File: config.mk
export PLATFORM = sky130hd
export DESIGN_NAME = clq_front
export DESIGN_NICKNAME = d
export VERILOG_FILES = /design/src/rtl/clq_pkg.sv /design/src/rtl/clq_front.sv
export SDC_FILE = /design/constraint.sdc
export NUM_CORES = 1
export LEC_CHECK = 0
export ABC_AREA = 1
export BUFFER_PORTS_ARGS = -buffer_cell sky130_fd_sc_hd__buf_2
export CAP_MARGIN = 20
export CORE_MARGIN = 10
export CORE_UTILIZATION = 35
export DETAILED_ROUTE_END_ITERATION = 8
export HOLD_SLACK_MARGIN = 0.02
export SLEW_MARGIN = 25
export SYNTH_ARGS = -nofsm -noshare
export SYNTH_HDL_FRONTEND = slang
export SYNTH_SLANG_ARGS = --single-unit
File: constraint.sdc
create_clock -name clk -period 20.4 [get_ports clk]
set_clock_uncertainty 0.1 [all_clocks]
set_input_delay 3.06 -clock clk [delete_from_list [all_inputs] [get_ports clk]]
set_output_delay 3.06 -clock clk [all_outputs]
set_load 0.01 [all_outputs]
File: src/rtl/clq_pkg.sv
`timescale 1ns / 1ps
package clq_pkg;

	localparam int COORD_BITS     = 24;
	localparam int CELLS_PER_AXIS = 32;
	localparam int CELL_BITS      = $clog2(CELLS_PER_AXIS);
	localparam int CIDX_BITS      = 3 * CELL_BITS;
	localparam int CELL_COUNT     = CELLS_PER_AXIS * CELLS_PER_AXIS * CELLS_PER_AXIS;
	localparam int MAX_PARTICLES  = 4096;
	localparam int PID_BITS       = $clog2(MAX_PARTICLES);
	localparam int PTR_BITS       = PID_BITS + 1;
	localparam int MAX_HITS       = 64;
	localparam int CNT_BITS       = 7;
	localparam int VAL_BITS       = COORD_BITS + 3;
	localparam int SQ_BITS        = 2 * COORD_BITS;
	localparam int SUM_BITS       = SQ_BITS + 2;
	localparam int DCNT_BITS      = $clog2(CELL_BITS + 1);
	localparam int CMDQ_DEPTH     = 2;
	localparam int RESQ_DEPTH     = 4;

	localparam logic [1:0] OP_LOAD  = 2'd0;
	localparam logic [1:0] OP_BUILD = 2'd1;
	localparam logic [1:0] OP_QUERY = 2'd2;

	localparam logic [1:0] ST_OK     = 2'd0;
	localparam logic [1:0] ST_FULL   = 2'd1;
	localparam logic [1:0] ST_NOGRID = 2'd2;

	localparam logic [PTR_BITS-1:0] EMPTY_MARK = PTR_BITS'(MAX_PARTICLES);

	typedef enum logic [1:0] {
		K_LOAD  = 2'd0,
		K_BUILD = 2'd1,
		K_QUERY = 2'd2,
		K_NOP   = 2'd3
	} kind_t;

	typedef struct packed {
		kind_t                       kind;
		logic [PID_BITS-1:0]         pid;
		logic [2:0][COORD_BITS-1:0]  pos;
		logic [COORD_BITS-1:0]       rad;
		logic [SQ_BITS-1:0]          r2;
	} cmd_t;

	typedef struct packed {
		logic [PID_BITS-1:0] hit_id;
		logic                is_match;
		logic                last;
		logic [CNT_BITS-1:0] count;
		logic                ovf;
		logic [1:0]          status;
	} res_t;

	typedef struct packed {
		logic                        start;
		logic [2:0][VAL_BITS-1:0]    v;
		logic [2:0][COORD_BITS-1:0]  range;
	} div_req_t;

	typedef struct packed {
		logic                        done;
		logic [2:0][CELL_BITS-1:0]   cidx;
		logic [2:0]                  neg;
		logic [2:0]                  over;
	} div_rsp_t;

endpackage

File: src/rtl/clq_front.sv
`timescale 1ns / 1ps
module clq_front (
	input  logic                         clk,
	input  logic                         arst_n,
	input  logic                         push,
	output logic                         full,
	input  logic [1:0]                   operation,
	input  logic [11:0]                  particle_id,
	input  logic [23:0]                  pos_x,
	input  logic [23:0]                  pos_y,
	input  logic [23:0]                  pos_z,
	input  logic [23:0]                  radius,
	output logic                         cmd_valid,
	input  logic                         cmd_pop,
	output clq_pkg::cmd_t                cmd
);
	import clq_pkg::*;

	cmd_t       ent_q [CMDQ_DEPTH];
	cmd_t       item;
	logic       wr_q, rd_q;
	logic [1:0] cnt_q;
	logic       do_push, do_pop;

	always_comb begin
		case (operation)
			OP_LOAD:  item.kind = K_LOAD;
			OP_BUILD: item.kind = K_BUILD;
			OP_QUERY: item.kind = K_QUERY;
			default:  item.kind = K_NOP;
		endcase
		item.pid    = particle_id[PID_BITS-1:0];
		item.pos[0] = pos_x[COORD_BITS-1:0];
		item.pos[1] = pos_y[COORD_BITS-1:0];
		item.pos[2] = pos_z[COORD_BITS-1:0];
		item.rad    = radius[COORD_BITS-1:0];
		item.r2     = SQ_BITS'(radius) * SQ_BITS'(radius);
	end

	assign full      = (cnt_q == 2'(CMDQ_DEPTH));
	assign cmd_valid = (cnt_q != 2'd0);
	assign cmd       = ent_q[rd_q];
	assign do_push   = push && !full;
	assign do_pop    = cmd_pop && cmd_valid;

	always_ff @(posedge clk) begin
		if (do_push) begin
			ent_q[wr_q] <= item;
		end
	end

	always_ff @(posedge clk or negedge arst_n) begin
		if (!arst_n) begin
			wr_q  <= 1'b0;
			rd_q  <= 1'b0;
			cnt_q <= 2'd0;
		end else begin
			if (do_push) begin
				wr_q <= ~wr_q;
			end
			if (do_pop) begin
				rd_q <= ~rd_q;
			end
			if (do_push && !do_pop) begin
				cnt_q <= cnt_q + 2'd1;
			end else if (do_pop && !do_push) begin
				cnt_q <= cnt_q - 2'd1;
			end
		end
	end

endmodule

==> After elaboration in Yosys (flattened, before gate mapping) <==
Memory sizes are Yosys's and may differ from the RTL's.
Cells that the tools add are included.
{ "word_totals": {"register_bits": 4, "mem_bits_rw": 316, "in_bits": 114, "out_inout_bits": 160, "wordCells": 27, "mem_count": 1} }
{ "memory_table": {"columns": ["name", "words", "word_bits", "read_ports", "rd_ports_with_merged_regs", "wr", "line", "text"], "rows": [
  ["ent_q", 2, 158, 1, 0, 1, "clq_front.sv:19", "cmd_t ent_q [CMDQ_DEPTH];"]
]} }
{ "classes": {"add_sub_neg": 2, "n_mul": 1, "n_eq_ne": 3, "muxes": 5, "bitwise_logic": 2, "n_reduce_logical": 10} }
{ "ops": {"columns": ["operator", "n"], "rows": [
  ["multiplier 24 x 24 -> 48 bit", 1],
  ["one-hot mux 2 bit (3 select lines)", 1],
  ["equality test 2 bit, second input constant", 2],
  ["logical AND 1 bit", 4],
  ["two-way mux 2 bit", 2],
  ["nonzero test 2 bit", 2],
  ["zero test 1 bit", 3],
  ["adder 2 x 1 -> 2 bit, second input constant", 1],
  ["equality test 2 x 1 -> 1 bit, second input constant", 1],
  ["zero test 2 bit", 1],
  ["two-way mux 1 bit", 2],
  ["NOT 1 bit", 2],
  ["subtractor 2 x 1 -> 2 bit, second input constant", 1]
]} }

==> Depth between registers and ports, before layout <==
Gate-level depths: netlist (run 1).
{ "depth": {"depth_word": 7, "mapped_depth": 29, "depth_no_buf": 28} }

==> Least setup slack after synthesis (run 1) <==
Ideal clock, no wire load.
{ "synth_timing": {"path_kind": "in2reg", "start": "in push", "end": "mem ent_q[1][100] (netlist bit), enable pin", "arrival_ns": 9.697, "required_time_ns": 19.624, "setup_slack_ns": 9.928, "path_stages": 2, "path_buffers": 0, "path_cell_list": "o21ai_0 nor2_1"} }
{ "synth_between": {"elab_chain_len": 3} }
{ "synth_rtl": {"columns": ["item", "line", "text"], "rows": [
  ["start: declaration", "clq_front.sv:5", "input logic push,"],
  ["logical AND 1 bit", "clq_front.sv:43", "assign do_push = push && !full;"],
  ["two-way mux 1 bit", "clq_front.sv:47", "if (do_push) begin"],
  ["two-way mux 1 bit (implied by the code)", "clq_front.sv:48", "ent_q[wr_q] <= item;"],
  ["end: declaration", "clq_front.sv:19", null]
]} }
No other way between the ends.

==> out/qor.yml, run 1 <==
ys_seq_area_share_pct: 32.53
max_freq_mhz: 111.0
status: "finished, final reports clean"
htree_levels: 2
rsz0062_at_grt: "false"
ctsHoldBuffers: 0
min_period_over_period_pct: 44.16
cts.sink_count: 316
synth_compound_area_share_pct: 0.9286
synth_area_leaders: "edfxtp_1, fa_1, nand2_1"
routabilityCongestion: 0.8989
overflow: 0
first_pass_iters: 7
dieHeight_um: 308.4
hpwl_um: 55530
netlist-cell-type-count: 31
clk_pin_slew_ps: 60
crit_path_top_delay_cell: "fa_1"
num_vias: 19960
path_class: "in2reg"
required_ps: 20660
initial_core_util_pct: 35.39
cp_top_family: "adder cells"
antenna_cells: 0
syn_to_final_growth_pct: 12.66
grt_max_degree: 101
synthesis.nets: 3884
numCtsBuffers: 36
synth-main-ff-cell: "edfxtp_1"
yosysWarnings: 0
crit_top_cell: "fa_1"
hold_viol_final: 0
synth_top_family_by_area: "adder cells"
drt-total-wl_um: 72070
cp_cell_sequence: "buf_2 > nand2_1 > fa_1 > inv_1 > fa_1 > inv_1 > fa_1 > fa_1 > inv_1 > fa_1 > fa_1 > inv_1 > fa_1 > inv_1 > ha_1 > nand2_1 > inv_1 > nand2_1 > nor2_2 > nand4_1 > nand3_1 > xor2_1"
cap_violations: 0
drive_gt1_share_pct: 11.26
setup_violations: 0
slew_headroom_pct: 42.02
grt_pass1_wl_um: 114300
synth_area_mm2: 0.02911
final_antenna_net_count: 0
synth_edf_count: 312
dieArea_mm2: 0.09509
clk_latency_ps: 560
grt_antenna_before_repair: 1
synthTopCellsByCount: "nand2_1, inv_1, fa_1"
core_mm2: 0.08224
grt_pass1_vias: 21070
syn_inst: 3169
worstMarginPinSlew_ps: 869.8
viasPerCell: 4.437
ios: 274
synth_top_area_cell: "edfxtp_1"
numPortBuffers: 272
cpPeakStageDelay_ps: 590
synth-xor-area-share_pct: 1.294
synthMuxAreaShare_pct: 0
wl_per_cell_um: 16.02
fin_nets: 4117
drcViolationCount: 0
yosys.area_share.simple_pct: 16.29
finalCriticalPeriod_ps: 9008
synth_seq_cells: 316
die_w_um: 308.4
synthAdderAreaFrac_pct: 36.72
timing.setup.tns_ps: 0
cts_root_buf: "clkbuf_16"
critPathLaunchType: "primary input"
cts_tree: "built"
cts_resized: 0
synthArstFlopShare_pct: 1.266
yosysTopAreaCellShare_pct: 32.19
avgSynthCellArea_um2: 9.184
path_max_fanout: 26
cts.path.max_buffers: 3
yosysMostFrequentCell: "nand2_1"
grt.total_usage_pct: 15.22
cp.arrival_ps: 9270
core.rowCount: 105
hold_class: "reg2reg"
crit_buf_inv: 7
cts_setup_buffers: 0
finalMaxSlewViolations: 0
critPathCaptureType: "register"
drtIter0Drc: 1229
==> path summary, 6_finish.rpt <==
kind	depth (start not counted)	slack (ps)	from	endpoint
worst max-delay path	22	11390	radius[17]	ent_q[0][21]$_DFFE_PP_
worst min-delay path	1	420	cnt_q[0]$_DFFE_PN0P_	cnt_q[0]$_DFFE_PN0P_
worst max register to register	5	17290	cnt_q[1]$_DFFE_PN0P_	ent_q[1][57]$_DFFE_PP_
worst min register to register	1	420	cnt_q[0]$_DFFE_PN0P_	cnt_q[0]$_DFFE_PN0P_
max in group asynchronous	1	17850	arst_n	rd_q$_DFFE_PN0P_
min in group asynchronous	1	2200	arst_n	rd_q$_DFFE_PN0P_
==> final cells by class <==
cell class,instances,area [um^2]
Timing Repair Buffer,282,1460
Sequential cell,316,9473
Tap cell,1070,1339
Clock buffer,43,947.2
Fill cell,8174,49450
Clock inverter,21,250.2
Inverter,858,3226
Multi-Input combinational cell,1908,16100
==> layout by cell type (no fill, tap or decap), types with 6 or more instances in the layout <==
cell type / count
buf_2: 272
inv_1: 847
nor2_1: 76
inv_2: 8
o21ai_0: 6
nand2_1: 1063
nor2_2: 8
nand3_2: 8
xnor2_1: 14
fa_1: 422
clkbuf_16: 36
buf_4: 8
xor2_1: 29
a21oi_1: 34
edfxtp_1: 312
clkinv_2: 6
nand4_1: 6
ha_1: 179
nand3_1: 27
nand2_2: 14
==> logic make-up (layout without fill, tap and decap cells) <==
| logic type | after synthesis | count (layout) |
|---|---|---|
| compound gates | 50 | 50 |
| fa+ha+maj | 601 | 601 |
| flops | 316 | 316 |
| other cells | 1 | 1 |
| simple gates | 1213 | 1213 |
| xor+xnor | 43 | 43 |
| buf+inv | 945 | 1204 |
==> metal layers <==
layer / global-route usage, % / wire length [um] / vias up
met5: 0 / 13 / -
met2: 27.27 / 35810 / 446
li1: - / - / 9695
met3: 2.432 / 3735 / 78
met1: 19.19 / 31300 / 9737
met4: 2.936 / 1206 / 2
==> state kept, by name (all words and copies together), names as in the netlist <==
signal	cells
cnt_q	2
wr_q	1
rd_q	1
ent_q	312
==> through the flow <==
step / util, % / instance area [um^2] / hold slack [ps] / instances / setup WS, ps
after global placement: 38.38 / 31560 / 407.7 / 4433 / 10780
after detailed placement: 38.38 / 31560 / 409.8 / 4433 / 10760
after global routing: 39.87 / 32790 / 468.7 / 4498 / 11060
final: 39.87 / 32790 / 423.1 / 4498 / 11390
after floorplan: - / 29110 / 382.2 / 3169 / 9928
after CTS: 39.83 / 32760 / 420.1 / 4497 / 11370
Power of run 1 is not shown: default switching activity piles up to over one toggle a cycle in this logic, so the estimate is an artifact.
==> run 2, diff against run 1 <==
--- a/config.mk
+++ b/config.mk
@@ -5,7 +5,7 @@
 export SDC_FILE = /design/constraint.sdc
 export NUM_CORES = 1
 export LEC_CHECK = 0
-export ABC_AREA = 1
+export ABC_AREA = 0
 export BUFFER_PORTS_ARGS = -buffer_cell sky130_fd_sc_hd__buf_2
 export CAP_MARGIN = 20
 export CORE_MARGIN = 10
==> constraint.sdc (replaced) <==
create_clock -name clk -period 7.7 [get_ports clk]
set_clock_uncertainty 0.1 [all_clocks]
set_input_delay 1.155 -clock clk [delete_from_list [all_inputs] [get_ports clk]]
set_output_delay 1.155 -clock clk [all_outputs]
set_load 0.01 [all_outputs]
==> out/qor.yml, run 2 <==
critPathLaunchType: "primary input"
mostFrequentLayoutCells: "inv_1, fa_1, edfxtp_1"
cap_violations: 0  # unchanged
dieHeight_um: 302.5  # -1.9%
cts_tree: "built"
drtIter0Drc: 828  # -33%
syn_to_final_growth_pct: 18.35
max_freq_mhz: 134.2
top_regs: "ent_q x312, cnt_q x2"
ys_seq_area_share_pct: 33.91  # +1.4 points
yosysWarnings: 0  # unchanged
critPathCaptureType: "register"
required_ps: 7860  # -12,800 ps
regArea_mm2: 0.009473  # unchanged
htree_levels: 2  # unchanged
dr.max_layer_used: "met5"
core_mm2: 0.07900  # -3.9%
yosysTopAreaCellShare_pct: 33.55  # +1.4 points
synthesis.nets: 3077  # -21%
top_register: "ent_q"
timing.setup.tns_ps: 0  # unchanged
drcViolationCount: 0  # unchanged
grt_pass1_vias: 19110  # -9.3%
rsz0062_at_grt: "false"
num_vias: 17490  # -12%
antenna_cells: 0  # unchanged
synthArstFlopShare_pct: 1.266  # unchanged
ios: 274  # unchanged
routabilityCongestion: 0.8563  # -4.7%
core.rowCount: 103  # -1.9%
drt-total-wl_um: 67330  # -6.6%
viasPerCell: 4.512  # +1.7%
initial_core_util_pct: 35.35  # -0.041 points
synth_top_area_cell: "edfxtp_1"
clk_latency_ps: 550  # about the same
synth_area_mm2: 0.02793  # -4.1%
overflow: 0  # unchanged
min_period_over_period_pct: 96.76
path_class: "in2reg"
slew_headroom_pct: 39.41  # -2.6 points
numCtsBuffers: 36  # unchanged
synth-xor-area-share_pct: 1.819  # +0.53 points
yosysMostFrequentCell: "inv_1"
numPortBuffers: 272  # unchanged
grt.total_usage_pct: 14.87  # -0.35 points
fin_nets: 3514  # -15%
status: "finished, final reports clean"
netlist-cell-type-count: 56  # +81%
clk_pin_slew_ps: 60  # about the same
hold_viol_final: 0  # unchanged
dieArea_mm2: 0.09149  # -3.8%
hpwl_um: 55720  # +0.34%
wl_met2_um: 31380  # -12%
cts_root_buf: "clkbuf_16"
finalCriticalPeriod_ps: 7451
drive_gt1_share_pct: 25.01  # +14 points
fillCellCount: 7546  # -7.7%
synth-main-ff-cell: "edfxtp_1"
cts.path.max_buffers: 3  # unchanged
largest_reg_flops: 312  # unchanged
first_pass_iters: 4  # -3
finish.utilization_pct: 41.84  # +2.0 points
final_antenna_net_count: 0  # unchanged
hold_class: "in2async"
grt_max_degree: 117  # +16%
synth_edf_count: 312  # unchanged
synthMuxAreaShare_pct: 6.403  # +6.4 points
final_common_cell: "inv_1"
synth_compound_area_share_pct: 3.553  # +2.6 points
path_max_fanout: 15  # -42%
multi_input_area_mm2: 0.01592  # -1.1%
cts.sink_count: 316  # unchanged
synthAdderAreaFrac_pct: 38.27  # +1.6 points
worstMarginPinSlew_ps: 908.9  # +39.12 ps
synth_area_leaders: "edfxtp_1, fa_1, inv_1"
yosys.area_share.simple_pct: 6.837  # -9.5 points
synth_seq_cells: 316  # unchanged
synth_top_family_by_area: "adder cells"
setup_violations: 0  # unchanged
avgSynthCellArea_um2: 11.82  # +29%
grt_pass1_wl_um: 107000  # -6.4%
met1_length_um: 30280  # -3.3%
wl_met3_um: 4547  # +22%
finalMaxSlewViolations: 0  # unchanged
synthTopCellsByCount: "inv_1, fa_1, edfxtp_1"
cp.arrival_ps: 7610  # -1660 ps
syn_inst: 2362  # -25%
wl_per_cell_um: 17.37  # +8.4%
grt_antenna_before_repair: 8  # +7
die_w_um: 302.5  # -1.9%
[run 2: cell count changes in the layout (fill, tap and decap cells not counted), sizes merged, moves of 22 or more]
cell   before  now
buf       282  480
and2        0  116
a21o        1   23
nand3      35    6
nor2       89   46
nand2    1077  182
inv       859  602
mux2        0  157
o21ai       6   30
[run 2: cell families after synthesis]
| group | Yosys count |
|---|---|
| compound gates | 150 |
| xor+xnor | 58 |
| fa+ha+maj | 601 |
| buf+inv | 682 |
| flops | 316 |
| mux | 159 |
| other cells | 1 |
| simple gates | 395 |
[run 2: path summary, 6_finish.rpt]
check,from,end,slack [ps],cells after the start
min,arst_n,rd_q$_DFFE_PN0P_,300,1
min in group clk,cnt_q[1]$_DFFE_PN0P_,cnt_q[1]$_DFFE_PN0P_,400,1
max reg2reg,cnt_q[0]$_DFFE_PN0P_,ent_q[0][69]$_DFFE_PP_,5030,4
min reg2reg,cnt_q[1]$_DFFE_PN0P_,cnt_q[1]$_DFFE_PN0P_,400,1
max in group asynchronous,arst_n,rd_q$_DFFE_PN0P_,7060,1
max,radius[0],ent_q[0][39]$_DFFE_PP_,250,25
[run 2: through the flow]
stage               setup WS, ps  hold WS, ps  cell area (um^2)  std cells
global route               11.89        274.8             33050       3877
detailed placement        -392.3        389.6             31920       3811
floorplan                  33.86        355.9             27930       2362
CTS                        181.9        264.3             33020       3877
global placement          -262.7        381.1             31920       3811
finish                     249.5        301.5             33050       3877
[run 2: layout make-up]
| type | instances | share of cell area, % |
|---|---|---|
| timing repair buffer | 482 | 9.067 |
| clock buffer | 42 | 2.794 |
| multi-input combinational | 1364 | 48.17 |
| inverter | 599 | 6.803 |
| clock inverter | 24 | 0.5338 |
| tap | 1050 | 3.975 |
| sequential | 316 | 28.66 |
[run 2: routing by layer]
layer	global-route usage, %	vias up
li1	-	8268
met1	19.83	8760
met2	24.47	372
met3	3.585	80
met4	3.015	14
met5	0	-
[run 2: timing repair]
item | in CTS | in global routing
setup endpoints to repair | 0 | 10
setup buffers | 0 | 0
hold buffers | 0 | 0
resized for setup | 0 | 6
[run 2: critical path, stage by stage]
cell and delay (ps):
buf_2 320, nand2_1 170, fa_1 530, inv_1 50
fa_1 530, inv_1 50, fa_1 530, inv_1 60
fa_1 500, inv_1 60, fa_1 530, inv_1 50
fa_1 470, inv_1 50, fa_1 480, inv_1 40
ha_1 340, a21oi_1 200, o21ai_0 140, a221o_1 380
a31oi_2 250, or4_4 220, a21boi_4 80, o211ai_1 220
o311ai_2 190
Power of run 2 is left out for the same reason.
==> run 3, diff against run 2 <==
--- a/config.mk
+++ b/config.mk
@@ -8,10 +8,13 @@
 export ABC_AREA = 0
 export BUFFER_PORTS_ARGS = -buffer_cell sky130_fd_sc_hd__buf_2
 export CAP_MARGIN = 20
+export CELL_PAD_IN_SITES_DETAIL_PLACEMENT = 1
+export CELL_PAD_IN_SITES_GLOBAL_PLACEMENT = 2
 export CORE_MARGIN = 10
 export CORE_UTILIZATION = 35
 export DETAILED_ROUTE_END_ITERATION = 8
 export HOLD_SLACK_MARGIN = 0.02
+export PLACE_DENSITY_LB_ADDON = 0.1
 export SLEW_MARGIN = 25
 export SYNTH_ARGS = -nofsm -noshare
 export SYNTH_HDL_FRONTEND = slang
==> out/qor.yml, run 3 (synthesis results as in run 2) <==
drive_gt1_share_pct: 27.86  # +2.8 points
drtIter0Drc: 625  # -25%
core_mm2: 0.07900  # unchanged
finish.utilization_pct: 42.88  # +1.0 points
critPathLaunchType: "primary input"
wl_per_cell_um: 19.74  # +14%
path_class: "in2reg"
status: "finished, final reports clean"
clk_pin_slew_ps: 60  # about the same
grt_antenna_before_repair: 7  # -1
hold_viol_final: 0  # unchanged
largest_reg_flops: 312  # unchanged
clk_latency_ps: 540  # about the same
final_antenna_net_count: 0  # unchanged
cts.path.max_buffers: 3  # unchanged
top_register: "ent_q"
drcViolationCount: 0  # unchanged
cts_root_buf: "clkbuf_16"
finalCriticalPeriod_ps: 7516  # +65.77 ps
use_met2_pct: 33.00  # +8.5 points
hold_class: "in2async"
setup_violations: 0  # unchanged
mostFrequentLayoutCells: "inv_1, fa_1, edfxtp_1"
overflow: 0  # unchanged
fin_area_mm2: 0.03388  # +2.5%
placed_cell_area_mm2: 0.03267  # +2.3%
die_w_um: 302.5  # unchanged
cts.sink_count: 316  # unchanged
worstMarginPinSlew_ps: 936.0  # +27.11 ps
setup_ws_ps: 183.7  # -65.77 ps
ctsHoldBuffers: 0  # unchanged
first_pass_iters: 4  # unchanged
grt_pass1_vias: 21160  # +11%
grt_pass1_wl_um: 121500  # +14%
min_period_over_period_pct: 97.61  # +0.85 points
numCtsBuffers: 35  # -2.8%
syn_to_final_growth_pct: 21.32
busiest_layer: "met2"
cp.arrival_ps: 7700  # +90 ps
grt.total_usage_pct: 17.21  # +2.3 points
dieArea_mm2: 0.09149  # unchanged
required_ps: 7880  # +20 ps
use_met3_pct: 1.946  # -1.6 points
dieHeight_um: 302.5  # unchanged
cts_tree: "built"
routabilityCongestion: 0.8195  # -4.3%
use_met1_pct: 19.89  # +0.065 points
drt-total-wl_um: 78330  # +16%
final_common_cell: "inv_1"
fin_nets: 3608  # +2.7%
hpwl_um: 65530  # +18%
timing.setup.tns_ps: 0  # unchanged
cap_violations: 0  # unchanged
numPortBuffers: 272  # unchanged
slew_headroom_pct: 37.60  # -1.8 points
post-place-ws_ps: -653.2  # -260.8 ps
num_vias: 18110  # +3.5%
critPathCaptureType: "register"
finalMaxSlewViolations: 0  # unchanged
ios: 274  # unchanged
viasPerCell: 4.563  # +1.1%
top_regs: "ent_q x312, cnt_q x2"
max_freq_mhz: 133.0  # -0.88%
grt_max_degree: 122  # +4.3%
path_max_fanout: 10  # -5
initial_core_util_pct: 35.35  # unchanged
core.rowCount: 103  # unchanged
fillCellCount: 8605  # +14%
htree_levels: 2  # unchanged
run 3: cell types whose count changed in the layout (fill, tap and decap cells not counted), sizes merged:
| cell | change |
|---|---|
| buf | +84 |
| inv | -1 |
| diode | +4 |
| clkbuf | +11 |
| clkinv | -6 |
run 3: cell type report:
type                       count  area (um^2)  area share, %
antenna                        4        10.01        0.02955
clock buffer                  42        902.1          2.663
clock inverter                17        147.6         0.4358
inverter                     599         2248          6.637
multi-input combinational   1364        16000          47.21
sequential                   316         9473          27.96
tap                         1050         1314          3.878
timing repair buffer         577         3789          11.18
run 3: repair_timing:
| action | 4_1_cts | 5_1_grt |
|---|---|---|
| gates resized for setup | 2 | 38 |
| setup endpoints to repair | 2 | 26 |
| pin swaps | 1 | 15 |
| buffers inserted | 0 | 1 |
| gates cloned | 0 | 0 |
run 3: path summary, 6_finish.rpt:
path                            slack, ps                endpoint                  from  depth (start not counted)
worst max-delay path                  180  ent_q[0][47]$_DFFE_PP_             radius[1]                         26
worst min-delay path                  310    cnt_q[1]$_DFFE_PN0P_                arst_n                          1
worst max register to register       4840  ent_q[0][41]$_DFFE_PP_  cnt_q[0]$_DFFE_PN0P_                          5
worst min register to register        380    cnt_q[1]$_DFFE_PN0P_  cnt_q[1]$_DFFE_PN0P_                          1
max in group asynchronous            7060        rd_q$_DFFE_PN0P_                arst_n                          1
min in group clk                      380    cnt_q[1]$_DFFE_PN0P_  cnt_q[1]$_DFFE_PN0P_                          1
run 3: per-stage QoR:
| step | hold slack (ps) | instances |
|---|---|---|
| 6_report | 310.8 | 3969 |
| 5_1_grt | 290.2 | 3969 |
| 4_1_cts | 272.9 | 3964 |
| 3_5_place_dp | 385.8 | 3905 |
| 3_3_place_gp | 379.2 | 3905 |
| 2_1_floorplan | 355.9 | 2362 |
run 3: metal layers:
metal	part of all wire, %	vias to the layer above
met5	0.046	-
met4	2.4	4
met3	2.7	76
met2	56	215
met1	39	9383
li1	-	8431
run 3: critical path, cell delays in order:
cell and delay [ps]:
buf_4 170, buf_4 140, buf_4 130, nand2_1 120
fa_1 520, inv_1 60, fa_1 530, inv_1 50
fa_1 550, inv_1 60, fa_2 360, fa_1 520
fa_1 560, inv_1 50, fa_1 490, inv_1 50
ha_1 280, buf_4 150, nand2_1 80, o21ai_1 150
a221o_1 220, a31oi_4 60, or4_4 660, a21boi_4 310
o21ai_2 110, xnor2_1 160
Power of run 3 is left out for the same reason.
