File: config.mk
export PLATFORM = sky130hd
export DESIGN_NAME = clq_outq
export DESIGN_NICKNAME = d
export VERILOG_FILES = /design/src/rtl/clq_pkg.sv /design/src/rtl/clq_outq.sv
export SDC_FILE = /design/constraint.sdc
export NUM_CORES = 1
export LEC_CHECK = 0
export ABC_AREA = 1
export BUFFER_PORTS_ARGS = -buffer_cell sky130_fd_sc_hd__buf_4
export CAP_MARGIN = 20
export CORE_MARGIN = 4
export CORE_UTILIZATION = 55
export DETAILED_ROUTE_END_ITERATION = 8
export HOLD_SLACK_MARGIN = 0.06
export MAX_ROUTING_LAYER = met4
export PLACE_DENSITY_LB_ADDON = 0.2
export SYNTH_ARGS = -nofsm -noshare
export SYNTH_HDL_FRONTEND = slang
export SYNTH_SLANG_ARGS = --single-unit
File: constraint.sdc
create_clock -name clk -period 2.4 [get_ports clk]
set_input_delay 0.12 -clock clk [delete_from_list [all_inputs] [get_ports clk]]
set_output_delay 0.12 -clock clk [all_outputs]
set_load 0.005 [all_outputs]
File: src/rtl/clq_pkg.sv
`timescale 1ns / 1ps
package clq_pkg;

	localparam int COORD_BITS     = 24;
	localparam int CELLS_PER_AXIS = 32;
	localparam int CELL_BITS      = $clog2(CELLS_PER_AXIS);
	localparam int CIDX_BITS      = 3 * CELL_BITS;
	localparam int CELL_COUNT     = CELLS_PER_AXIS * CELLS_PER_AXIS * CELLS_PER_AXIS;
	localparam int MAX_PARTICLES  = 4096;
	localparam int PID_BITS       = $clog2(MAX_PARTICLES);
	localparam int PTR_BITS       = PID_BITS + 1;
	localparam int MAX_HITS       = 64;
	localparam int CNT_BITS       = 7;
	localparam int VAL_BITS       = COORD_BITS + 3;
	localparam int SQ_BITS        = 2 * COORD_BITS;
	localparam int SUM_BITS       = SQ_BITS + 2;
	localparam int DCNT_BITS      = $clog2(CELL_BITS + 1);
	localparam int CMDQ_DEPTH     = 2;
	localparam int RESQ_DEPTH     = 4;

	localparam logic [1:0] OP_LOAD  = 2'd0;
	localparam logic [1:0] OP_BUILD = 2'd1;
	localparam logic [1:0] OP_QUERY = 2'd2;

	localparam logic [1:0] ST_OK     = 2'd0;
	localparam logic [1:0] ST_FULL   = 2'd1;
	localparam logic [1:0] ST_NOGRID = 2'd2;

	localparam logic [PTR_BITS-1:0] EMPTY_MARK = PTR_BITS'(MAX_PARTICLES);

	typedef enum logic [1:0] {
		K_LOAD  = 2'd0,
		K_BUILD = 2'd1,
		K_QUERY = 2'd2,
		K_NOP   = 2'd3
	} kind_t;

	typedef struct packed {
		kind_t                       kind;
		logic [PID_BITS-1:0]         pid;
		logic [2:0][COORD_BITS-1:0]  pos;
		logic [COORD_BITS-1:0]       rad;
		logic [SQ_BITS-1:0]          r2;
	} cmd_t;

	typedef struct packed {
		logic [PID_BITS-1:0] hit_id;
		logic                is_match;
		logic                last;
		logic [CNT_BITS-1:0] count;
		logic                ovf;
		logic [1:0]          status;
	} res_t;

	typedef struct packed {
		logic                        start;
		logic [2:0][VAL_BITS-1:0]    v;
		logic [2:0][COORD_BITS-1:0]  range;
	} div_req_t;

	typedef struct packed {
		logic                        done;
		logic [2:0][CELL_BITS-1:0]   cidx;
		logic [2:0]                  neg;
		logic [2:0]                  over;
	} div_rsp_t;

endpackage

File: src/rtl/clq_outq.sv
`timescale 1ns / 1ps
module clq_outq (
	input  logic           clk,
	input  logic           arst_n,
	input  logic           res_push,
	input  clq_pkg::res_t  res_item,
	output logic           res_full,
	output logic           empty,
	input  logic           pop,
	output clq_pkg::res_t  head
);
	import clq_pkg::*;

	localparam int PB = $clog2(RESQ_DEPTH);

	res_t          ent_q [RESQ_DEPTH];
	logic [PB-1:0] wr_q, rd_q;
	logic [PB:0]   cnt_q;
	logic          do_push, do_pop;

	assign res_full = (cnt_q == (PB+1)'(RESQ_DEPTH));
	assign empty    = (cnt_q == '0);
	assign head     = ent_q[rd_q];
	assign do_push  = res_push && !res_full;
	assign do_pop   = pop && !empty;

	always_ff @(posedge clk) begin
		if (do_push) begin
			ent_q[wr_q] <= res_item;
		end
	end

	always_ff @(posedge clk or negedge arst_n) begin
		if (!arst_n) begin
			wr_q  <= '0;
			rd_q  <= '0;
			cnt_q <= '0;
		end else begin
			if (do_push) begin
				wr_q <= wr_q + PB'(1);
			end
			if (do_pop) begin
				rd_q <= rd_q + PB'(1);
			end
			if (do_push && !do_pop) begin
				cnt_q <= cnt_q + (PB+1)'(1);
			end else if (do_pop && !do_push) begin
				cnt_q <= cnt_q - (PB+1)'(1);
			end
		end
	end

endmodule

# == Word-level counts from Yosys, hierarchy flattened ==
# Memory sizes are Yosys's and may differ from the RTL's.
# Cells that the tools add are included.
# op_classes
addsub,4
eq_ne,1
mux,4
n_reduce_logical,10
# ops
cell,count
3-bit two-way mux,2
2-bit by 1-bit adder with 2-bit output (second input constant),2
1-bit logical AND,4
1-bit logical NOT,4
3-bit by 1-bit adder with 3-bit output (second input constant),1
3-bit equality test (second input constant),1
3-bit logical NOT,1
3-bit by 1-bit subtractor with 3-bit output (second input constant),1
1-bit two-way mux,2
2-bit nonzero test,1
# word_totals
register_bits,7
mem_bits_rw,96
input_bits,28
word_cells,23
mem_count,1
# memory_table
name,depth,word_bits,read_ports,rd_ports_with_merged_regs,write_ports,line,rtl
ent_q,4,24,1,0,1,clq_outq.sv:16,res_t ent_q [RESQ_DEPTH];

# == Longest topological paths before layout ==
# Gate-level depths: netlist (run 1).
# logic_depth
ltp_word,7
depth_mapped,12
ltp_nobuf,12

# == Least setup slack after synthesis (run 1) ==
# OpenSTA, ideal clock, no wires.
# synth_timing
path_kind,reg2reg
startpoint,reg cnt_q[0]
endpoint,"mem ent_q[0][0] (netlist bit), enable pin"
t_arrival_ns,1.751
path_slack_ns,0.244
path_stages_with_launch,5
path_buffers,0
cell_sequence,dfrtp_1 inv_1 nand3_1 nand2_1 nor2_1
# synth_between
elab_chain_len,5
# synth_lines
item,line,rtl
from (decl),clq_outq.sv:18,logic [PB:0] cnt_q;
from (signal assigned),clq_outq.sv:46,cnt_q <= cnt_q + (PB+1)'(1);
from (signal assigned),clq_outq.sv:48,cnt_q <= cnt_q - (PB+1)'(1);
3-bit equality test,clq_outq.sv:21,assign res_full = (cnt_q == (PB+1)'(RESQ_DEPTH));
1-bit logical NOT,clq_outq.sv:24,assign do_push = res_push && !res_full;
1-bit logical AND,clq_outq.sv:24,
1-bit two-way mux,clq_outq.sv:28,if (do_push) begin
1-bit two-way mux (implied by the code),clq_outq.sv:29,ent_q[wr_q] <= res_item;
to (decl),clq_outq.sv:16,
# Every way passes these cells.

==> results of run 1 <==
==> registers in the layout, summed over array words and instances (netlist names) <==
signal	flops
cnt_q	3
rd_q	2
wr_q	2
ent_q	96
==> final timing paths <==
kind | start | end | slack (ns) | depth (start not counted)
min in group clk | res_item[1] | ent_q[3][1]$_DFFE_PP_ | 0.50 | 2
max reg2reg | cnt_q[0]$_DFFE_PN0P_ | cnt_q[1]$_DFFE_PN0P_ | 0.38 | 9
min reg2reg | cnt_q[2]$_DFFE_PN0P_ | cnt_q[2]$_DFFE_PN0P_ | 0.52 | 2
max in group asynchronous | arst_n | wr_q[0]$_DFFE_PN0P_ | 2.17 | 2
min | arst_n | cnt_q[1]$_DFFE_PN0P_ | 0.10 | 2
max | rd_q[0]$_DFFE_PN0P_ | head[5] | 0.32 | 5
==> where the power goes <==
group	switching (W)	internal, W
Combinational	0.00132	0.000995
Sequential	0.000121	0.00237
Clock	0.000582	0.000386
Total	0.00202	0.00375
==> cell type report <==
class / count / area [um2]
sequential: 103 / 3060
fill: 569 / 2350
multi-input combinational: 158 / 956
timing repair buffer: 90 / 768
inverter: 65 / 245
tap: 102 / 128
clock buffer: 9 / 124
clock inverter: 7 / 55.1
==> cell families after synthesis <==
logic type | count (synthesis)
AOI/OAI and AO/OA | 49
xor gates and xnor gates | 1
adders and majority gates | 6
buffers and inverters | 80
DFF | 103
and+or+nand+nor | 102
==> per-stage QoR <==
step	instance area (um2)	total power (W)
6_report	5330	0.00578
5_1_grt	5330	0.00622
4_1_cts	5330	0.00586
3_5_place_dp	4880	0.00486
3_3_place_gp	4880	0.00478
2_1_floorplan	4350	0.00393
==> metal layers <==
metal	part of all wire	routed length, um
met2	0.50	3770
met5	0	0
met1	0.44	3330
met3	0.039	293
met4	0.017	126
==> critical path, delay by kind of cell (launching register included) <==
family | cells | cell delay (ns)
compound gates | 1 | 0.21
buf+inv | 3 | 0.89
flops | 1 | 0.39
simple gates | 1 | 0.10
==> synthesized netlist by cell type (3+ instances only) <==
| cell type | count |
|---|---|
| inv_1 | 63 |
| o211ai_2 | 19 |
| buf_6 | 3 |
| nand2_1 | 90 |
| edfxtp_1 | 96 |
| nand3_1 | 7 |
| o211ai_1 | 29 |
| nor2_1 | 4 |
| ha_1 | 5 |
| dfrtp_1 | 7 |
| buf_2 | 9 |
==> timing repair <==
item,CTS,global route
hold buffers,27,0
endpoints found under the hold margin,107,0
gates resized for setup,0,0
setup buffers,0,0
==> results.md, run 1 <==
- Slew Limit Fails: 0
- Fin crit share: 0.865
- Initial core utilization: 0.565
- Post-synthesis xor/xnor area fraction: 0.00202
- Top post-synthesis cells by area: edfxtp_1 (66%), nand2_1 (7.8%), o211ai_2 (5.5%)
- Slowest Stage Delay on Critical Path: 0.39 ns
- Leading cell type in the layout, fill and taps excluded: edfxtp_1
- Compound-Gate Fraction of Synth Area: 0.106
- GR peak layer: met2
- Die Area: 0.00939 mm2
- CP max stage cell: dfrtp_1
- Least-Margin Pin Slew: 0.722 ns
- Tmin final: 2.08 ns
- Ant. Diodes: 0
- Initial drt markers: 79
- Area Growth Syn to Fin: 22.7%
- Ys async rst share: 0.0680
- Net Count, Synth: 375
- Leakage power: 2.26 nW
- Yosys top cell area share: 0.663
- F_max: 482 MHz
- Met2 track demand over resource: 0.283
- Register area share after synthesis: 0.704
- Crit-path cells: clkinv_2, buf_4, o211ai_1, nand2_1, buf_4
- Nets: 461
- Yosys reg bits: 103
- Crit path kind: flop to primary output
- Cell Rows: 32
- Clock Pin Slew Worst Setup and Hold Paths: 0.09 ns
- Clock Tree Root: clkbuf_8
- Crit path launch type: flop
- Post-Syn Area: 0.00435 mm2
- Layout cell share with drive strength beyond 1: 0.241
- TritonCTS Sinks: 103
- Synth unique cells: 18
- Total global-route track usage: 0.176
- Post-synth EDFFs: 96
- GRT overflow: 0
- Remaining DRCs: 0
- Required @ worst endpoint: 2.28 ns
- Post-Route WL: between 7000 and 8000 um
- Slew HR: 0.518
- Pre-CTS setup slack: 0.404 ns
- Commonest non-fill, non-tap cells in the layout: edfxtp_1 (96), nand2_1 (90), inv_1 (63)
- Final Non-Filler Cells: approximately 530
- TritonCTS buffer count: 9
- Pre-Repair DR Iteration Count: 4
- Die Span Y: between 90 and 100 um
- Hold Violations, Final: 0
- Largest net degree at the start of global routing: 33
- Die X: approximately 97 um
- Simple-gate portion of the synthesized area: 0.0907
- Setup violators final: 0
- Fin Setup TNS: 0 ns
- Post-synth top area cell: edfxtp_1
- Fin Hold WS: 0.103 ns
- RSZ-0062 raised after global routing: no
- Placed cells: just under 500
- Setup ws final: 0.325 ns
- Htree depth: 3
- Status: finished clean
- Met1 usage: 0.223
- Max Cap Viol: 0
- Main combinational cell family by area after synthesis: compound AO/OA/AOI/OAI gates
- Post-route ant nets: 0
- Power Density: 1080 mW/mm2
- Port bufs: 53
- Synth Area in Adders: 0.0190
- IO Pins: 54
- WL/cell: 14.1 um
- Post-DP HPWL: approximately 4700 um
- Worst VDD drop: between 0.0007 and 0.0008 V
- DR vias: 2639
- Dominant synthesized flop cell: edfxtp_1
- Vias in the first global route: 2683
- Mapped Cells: between 300 and 400
- CTS Buffer Depth: 2
- Yosys warning count: 0
- Clk_lat worst skew: 0.36 ns
- Final setup skew: 0.0120 ns
- Max FO, Critical Path: 30
- Initial antenna violation count: 0
- Final core occ: 0.694
- Syn avg cell area: 12.7 um2
- Post-synthesis mux area share: 0
- Routed vias/inst: about 4.9
- Worst min path class: primary input to asynchronous set/reset pin
- Most common cell on crit path: buf_4
- CP Capture Type: primary output
- Core box area: 0.00769 mm2
- Final GP Congestion: ~0.75
- First-pass GRT wire length: 12800 um
- Worst endpoint data arrival time: 1.96 ns
- Met3 Usage GRT: 0.0368
- CTS tree: built
Note: power is estimated with default switching activity, not from simulation.
==> run 2, diff against run 1 <==
PLACE_DENSITY = 0.84   (was default)
PLACE_DENSITY_LB_ADDON = default   (was 0.2)
==> run 2 against run 1 <==
Compared with the run above:
- clock power rose by 2%
- utilization decreased by 0.23 points
- sequential power barely moved
- largest cell class unchanged
==> results.md, run 2 (synthesized netlist as in run 1, its figures left out) <==
- Fin Setup TNS: 0 ns (unchanged)
- Largest net degree at the start of global routing: 69 (was 33)
- Number of fill cells in the layout: 532 (was 569)
- TritonCTS buffer count: 9 (unchanged)
- F_max: 491 MHz (was 482 MHz)
- R2R Setup Slk: 0.37 ns (was 0.38 ns)
- Met3 Usage GRT: 0.0447 (was 0.0368)
- Vias in the first global route: 2804 (was 2683)
- IO Pins: 54 (unchanged)
- Post-route ant nets: 0 (unchanged)
- Slew Limit Fails: 0 (unchanged)
- Clock Pin Slew Worst Setup and Hold Paths: 0.09 ns (about the same)
- Die Area: 0.00939 mm2 (unchanged)
- Post-CTS Setup Bufs: 0 (unchanged)
- Leading cell type in the layout, fill and taps excluded: edfxtp_1 (unchanged)
- Initial drt markers: 164 (was 79)
- CP Capture Type: primary output (unchanged)
- Hold Violations, Final: 0 (unchanged)
- RSZ-0062 raised after global routing: no (unchanged)
- Required @ worst endpoint: 2.28 ns (about the same)
- Ant. Diodes: 0 (unchanged)
- Max reg flops: 96 (unchanged)
- Crit path launch type: flop (unchanged)
- Largest regs: ent_q: 96 flops, cnt_q: 3 flops (unchanged)
- Setup violators final: 0 (unchanged)
- DR vias: 2703 (was 2639)
- Post-Route WL: 8080 um (was 7510 um)
- Remaining DRCs: 0 (unchanged)
- Clk_lat worst skew: 0.36 ns (about the same)
- Routed vias/inst: 5.06 (was 4.94)
- Power Density: 1090 mW/mm2 (was 1080 mW/mm2)
- WL/cell: 15.1 um (was 14.1 um)
- Clock Tree Root: clkbuf_8 (unchanged)
- Die Span Y: 96.9 um (unchanged)
- Crit path kind: flop to primary output (unchanged)
- Met2 track demand over resource: 0.323 (was 0.283)
- CTS Hold Bufs: 27 (unchanged)
- Worst endpoint data arrival time: 1.92 ns (was 1.96 ns)
- Pint: 0.00372 W (was 0.00375 W)
- Die X: 96.9 um (unchanged)
- Seq pwr share: 0.433 (was 0.432)
- Post-CTS sizing: 0 (unchanged)
- Area Growth Syn to Fin: 22.3% (was 22.7%)
- Top reg by flops: ent_q (unchanged)
- Sw frac: 0.358 (was 0.350)
- First-pass GRT wire length: 13400 um (was 12800 um)
- Layout cell share with drive strength beyond 1: 0.241 (unchanged)
- Htree depth: 3 (unchanged)
- GRT overflow: 0 (unchanged)
- CTS tree: built (unchanged)
- Met1 usage: 0.222 (was 0.223)
- Clock share of power: 0.170 (was 0.168)
- Combinational power share: 0.397 (was 0.401)
- GR peak layer: met2 (unchanged)
- Final GP Congestion: 0.752 (was 0.745)
- Worst r2r src: cnt_q[0]$_DFFE_PN0P_ (unchanged)
- Pre-Repair DR Iteration Count: 4 (unchanged)
- Core box area: 0.00769 mm2 (unchanged)
- Initial core utilization: 0.565 (unchanged)
- Post-DP HPWL: 5190 um (was 4690 um)
- Leakage power: 2.25 nW (was 2.26 nW)
- Tmin final: 2.04 ns (was 2.08 ns)
- Max Cap Viol: 0 (unchanged)
- Commonest non-fill, non-tap cells in the layout: edfxtp_1 (96), nand2_1 (90), buf_4 (64) (was edfxtp_1 (96), nand2_1 (90), inv_1 (63))
- Fin Hold WS: 0.103 ns (about the same)
- Final setup skew: 0.00963 ns (was 0.0120 ns)
- Reg-to-reg endpoint: cnt_q[2]$_DFFE_PN0P_ (was cnt_q[1]$_DFFE_PN0P_)
- Max FO, Critical Path: 68 (was 30)
- Register Area: 0.00306 mm2 (unchanged)
- CTS Buffer Depth: 2 (unchanged)
- TritonCTS Sinks: 103 (unchanged)
- Worst VDD drop: 0.000708 V (was 0.000793 V)
- Status: finished clean (unchanged)
- Port bufs: 53 (unchanged)
- Slew HR: 0.516 (was 0.518)
- Fin crit share: 0.849 (was 0.865)
- Nets: 462 (was 461)
- Final core occ: 0.692 (was 0.694)
- Initial antenna violation count: 0 (unchanged)
- Least-Margin Pin Slew: 0.725 ns (was 0.722 ns)
- Worst min path class: primary input to asynchronous set/reset pin (unchanged)
- Switch Pwr: 0.00207 W (was 0.00202 W)
- Reg2reg path depth: 11 (was 9)
- Total global-route track usage: 0.186 (was 0.176)
- Multi-input gate area: 956 um2 (unchanged)
- Cell Rows: 32 (unchanged)
==> run 2: cell count changes in the layout (fill, tap and decap cells not counted), sizes merged <==
cell / delta
buf: +1
clkinv: -1
==> run 2: stage by stage <==
| step | cell area [um2] | std cells | total power [W] | worst slack [ns] |
|---|---|---|---|---|
| 4_1_cts | 5320 | 534 | 0.00585 | 0.339 |
| 6_report | 5320 | 534 | 0.00578 | 0.362 |
| 3_3_place_gp | 4870 | 492 | 0.00472 | 0.536 |
| 3_5_place_dp | 4870 | 492 | 0.00484 | 0.399 |
| 5_1_grt | 5320 | 534 | 0.00620 | 0.174 |
| 2_1_floorplan | 4350 | 341 | 0.00393 | 0.244 |
==> run 2: layout make-up <==
type / count / area share
Tap cell: 102 / 0.0240
Timing Repair Buffer: 91 / 0.141
Clock buffer: 9 / 0.0233
Multi-Input combinational cell: 158 / 0.180
Clock inverter: 6 / 0.0104
Inverter: 65 / 0.0461
Sequential cell: 103 / 0.575
==> run 2: how the worst max path moves through the flow <==
stage / slack, ns / to / start / depth (start not counted)
6_report: 0.36 / head[13] / rd_q[0]$_DFFE_PN0P_ / 6
5_1_grt: 0.17 / head[6] / rd_q[0]$_DFFE_PN0P_ / 6
4_1_cts: 0.34 / head[13] / rd_q[0]$_DFFE_PN0P_ / 6
3_5_place_dp: 0.40 / cnt_q[2]$_DFFE_PN0P_ / cnt_q[0]$_DFFE_PN0P_ / 11
3_3_place_gp: 0.54 / cnt_q[1]$_DFFE_PN0P_ / cnt_q[1]$_DFFE_PN0P_ / 9
2_1_floorplan: 0.24 / ent_q[0][0]$_DFFE_PP_ / cnt_q[0]$_DFFE_PN0P_ / 4
==> run 2: critical path: stages (launching register included) <==
cell,delay [ns]
dfrtp_1,0.41
clkinv_2,0.06
buf_4,0.57
nand2_1,0.16
o211ai_2,0.11
nand2_1,0.11
buf_4,0.15
==> run 2: layer usage <==
metal | vias up | share of wire
li1 | 1330 | -
met1 | 1292 | 0.42
met2 | 71 | 0.53
met3 | 10 | 0.042
met4 | 0 | 0.0093
met5 | - | 0
==> run 2: power by group through the flow <==
stage,Clock [W],Combinational [W],Sequential [W]
final,0.000983,0.00230,0.00250
after global routing,0.00109,0.00258,0.00253
after CTS,0.00101,0.00234,0.00250
after detailed placement,0,0.00230,0.00254
after global placement,0,0.00220,0.00252
after floorplan,0,0.00141,0.00252
==> run 3, diff against run 2 <==
clock period = 1.9 ns   (was 2.4 ns; I/O delays follow)
==> run 3 against run 2 <==
Compared with the run above:
- sequential share of layout area down 1.3 points
- combinational power up 36%
- non-clock buffer count up 8
- setup slack worse by 0.29 ns
- die area unchanged
- critical endpoint is now cnt_q[2]$_DFFE_PN0P_
- largest cell class unchanged
- largest power group unchanged
==> results.md, run 3 (synthesized netlist as in run 1, its figures left out) <==
- Status: finished clean (unchanged)
- Largest regs: ent_q: 96 flops, cnt_q: 3 flops (unchanged)
- IO Pins: 54 (unchanged)
- Cell Rows: 32 (unchanged)
- Die X: 96.9 um (unchanged)
- Commonest non-fill, non-tap cells in the layout: edfxtp_1 (96), nand2_1 (89), buf_4 (68) (was edfxtp_1 (96), nand2_1 (90), buf_4 (64))
- Total global-route track usage: 0.190 (was 0.186)
- Clock Pin Slew Worst Setup and Hold Paths: 0.10 ns (was 0.09 ns)
- Leakage power: 2.32 nW (was 2.25 nW)
- Post-Route WL: 8290 um (was 8080 um)
- Port bufs: 53 (unchanged)
- CP max stage cell: dfrtp_1 (was buf_4)
- Die Span Y: 96.9 um (unchanged)
- Core box area: 0.00769 mm2 (unchanged)
- Largest net degree at the start of global routing: 53 (was 69)
- Required @ worst endpoint: 2.15 ns (was 2.28 ns)
- F_max: 547 MHz
- Max reg flops: 96 (unchanged)
- First-pass GRT wire length: 13600 um (was 13400 um)
- Worst min path class: primary input to flop (was primary input to asynchronous set/reset pin)
- Area Growth Syn to Fin: 25.3% (was 22.3%)
- Slowest Stage Delay on Critical Path: 0.41 ns (was 0.57 ns)
- Setup violators final: 0 (unchanged)
- Slew Limit Fails: 0 (unchanged)
- Least-Margin Pin Slew: 0.319 ns (was 0.725 ns)
- Final instance area: 0.00544 mm2 (was 0.00532 mm2)
- Htree depth: 3 (unchanged)
- Fin Setup TNS: 0 ns (unchanged)
- Crit path kind: flop to flop (was flop to primary output)
- Fin crit share: 0.962
- Vias in the first global route: 2796 (was 2804)
- Die Area: 0.00939 mm2 (unchanged)
- Setup ws final: 0.0724 ns (was 0.362 ns)
- Crit-path cells: inv_2, nand3_2, nand2_2, ha_2, inv_1, fa_1, nand2_1, nand3_1, nand2_1, nand2_1 (was clkinv_2, buf_4, nand2_1, o211ai_2, nand2_1, buf_4)
- GRT overflow: 0 (unchanged)
- Max FO, Critical Path: 4 (was 68)
- Initial core utilization: 0.565 (unchanged)
- TritonCTS Sinks: 103 (unchanged)
- Clk_lat worst skew: 0.36 ns (about the same)
- Post-route ant nets: 0 (unchanged)
- Power Density: 1390 mW/mm2 (was 1090 mW/mm2)
- Ant. Diodes: 0 (unchanged)
- Leading cell type in the layout, fill and taps excluded: edfxtp_1 (unchanged)
- Most common cell on crit path: nand2_1
- Pre-CTS setup slack: 0.0296 ns (was 0.399 ns)
- Nets: 470 (was 462)
- Pre-Repair DR Iteration Count: 4 (unchanged)
- Initial drt markers: 106 (was 164)
- Final GP Congestion: 0.757 (was 0.752)
- Crit path launch type: flop (unchanged)
- TritonCTS buffer count: 9 (unchanged)
- Worst endpoint data arrival time: 2.07 ns (was 1.92 ns)
- CTS tree: built (unchanged)
- Top reg by flops: ent_q (unchanged)
- Remaining DRCs: 0 (unchanged)
- Final setup skew: 0.0123 ns (was 0.00963 ns)
- Slew HR: 0.787 (was 0.516)
- WL/cell: 15.3 um (was 15.1 um)
- DR vias: 2781 (was 2703)
- CP Capture Type: flop (was primary output)
- Area after DPL: 0.00491 mm2 (was 0.00487 mm2)
- Post-DP HPWL: 5440 um (was 5190 um)
- Initial antenna violation count: 0 (unchanged)
- Hold Violations, Final: 0 (unchanged)
- CTS Buffer Depth: 2 (unchanged)
- Routed vias/inst: 5.12 (was 5.06)
- Max Cap Viol: 0 (unchanged)
- Tmin final: 1.83 ns
- Clock Tree Root: clkbuf_8 (unchanged)
- Layout cell share with drive strength beyond 1: 0.268 (was 0.241)
- Worst VDD drop: 0.000700 V (was 0.000708 V)
-- run 3: cell count changes in the layout (fill, tap and decap cells not counted), sizes merged --
| cell | before | now |
|---|---|---|
| buf | 64 | 70 |
| clkinv | 3 | 5 |
| clkinvlp | 2 | 0 |
| dlygate4sd3 | 27 | 29 |
| inv | 66 | 67 |
-- run 3: area by class of cell --
type | count | area, um2
inverters | 65 | 246
multi-input cells | 158 | 971
fillers | 526 | 2240
well taps | 102 | 128
clock buffers | 9 | 124
clock inverters | 7 | 67.6
repair buffers | 99 | 848
flip-flops and latches | 103 | 3060
-- run 3: power breakdown --
group	switching [W]	internal [W]	total [W]	leakage [nW]
combinational	0.00176	0.00136	0.00312	1.25
sequential	0.000173	0.00299	0.00317	0.964
clock	0.000776	0.000506	0.00128	0.0984
-- run 3: worst paths after layout --
kind / slack, ns / to / depth (start not counted) / from
min in group asynchronous: 0.61 / wr_q[0]$_DFFE_PN0P_ / 3 / arst_n
worst max register to register: 0.07 / cnt_q[2]$_DFFE_PN0P_ / 10 / cnt_q[1]$_DFFE_PN0P_
worst max-delay path: 0.07 / cnt_q[2]$_DFFE_PN0P_ / 10 / cnt_q[1]$_DFFE_PN0P_
worst min register to register: 0.56 / wr_q[1]$_DFFE_PN0P_ / 2 / wr_q[1]$_DFFE_PN0P_
max in group asynchronous: 0.56 / wr_q[1]$_DFFE_PN0P_ / 4 / arst_n
worst min-delay path: 0.47 / ent_q[3][3]$_DFFE_PP_ / 2 / res_item[3]
-- run 3: critical path: cells and delay by family, from the launching register on --
family / cells / cell delay, ns
adders and majority gates: 2 / 0.57
buffers and inverters: 2 / 0.15
DFF: 1 / 0.41
and+or+nand+nor: 6 / 0.60
-- run 3: repair_timing --
item	4_1_cts	5_1_grt
hold buffers	29	0
setup buffers	0	3
setup endpoints to repair	0	17
hold endpoints to repair	107	0
resized for setup	0	9
-- run 3: through the flow --
step	cells	power (W)	util	hold slack, ns
final	543	0.00757	0.708	0.474
after CTS	540	0.00751	0.702	0.448
after detailed placement	495	0.00618	0.639	-0.0827
after global placement	495	0.00605	0.639	-0.0858
after floorplan	341	0.00497	-	-0.201
after global routing	543	0.00807	0.708	0.459
-- run 3: layer usage --
layer  part of all wire  wire length, um  track usage
met1               0.41             3430        0.227
met2               0.53             4390        0.323
met3              0.045              369       0.0411
met4              0.012               99       0.0572
met5                  0                0            -
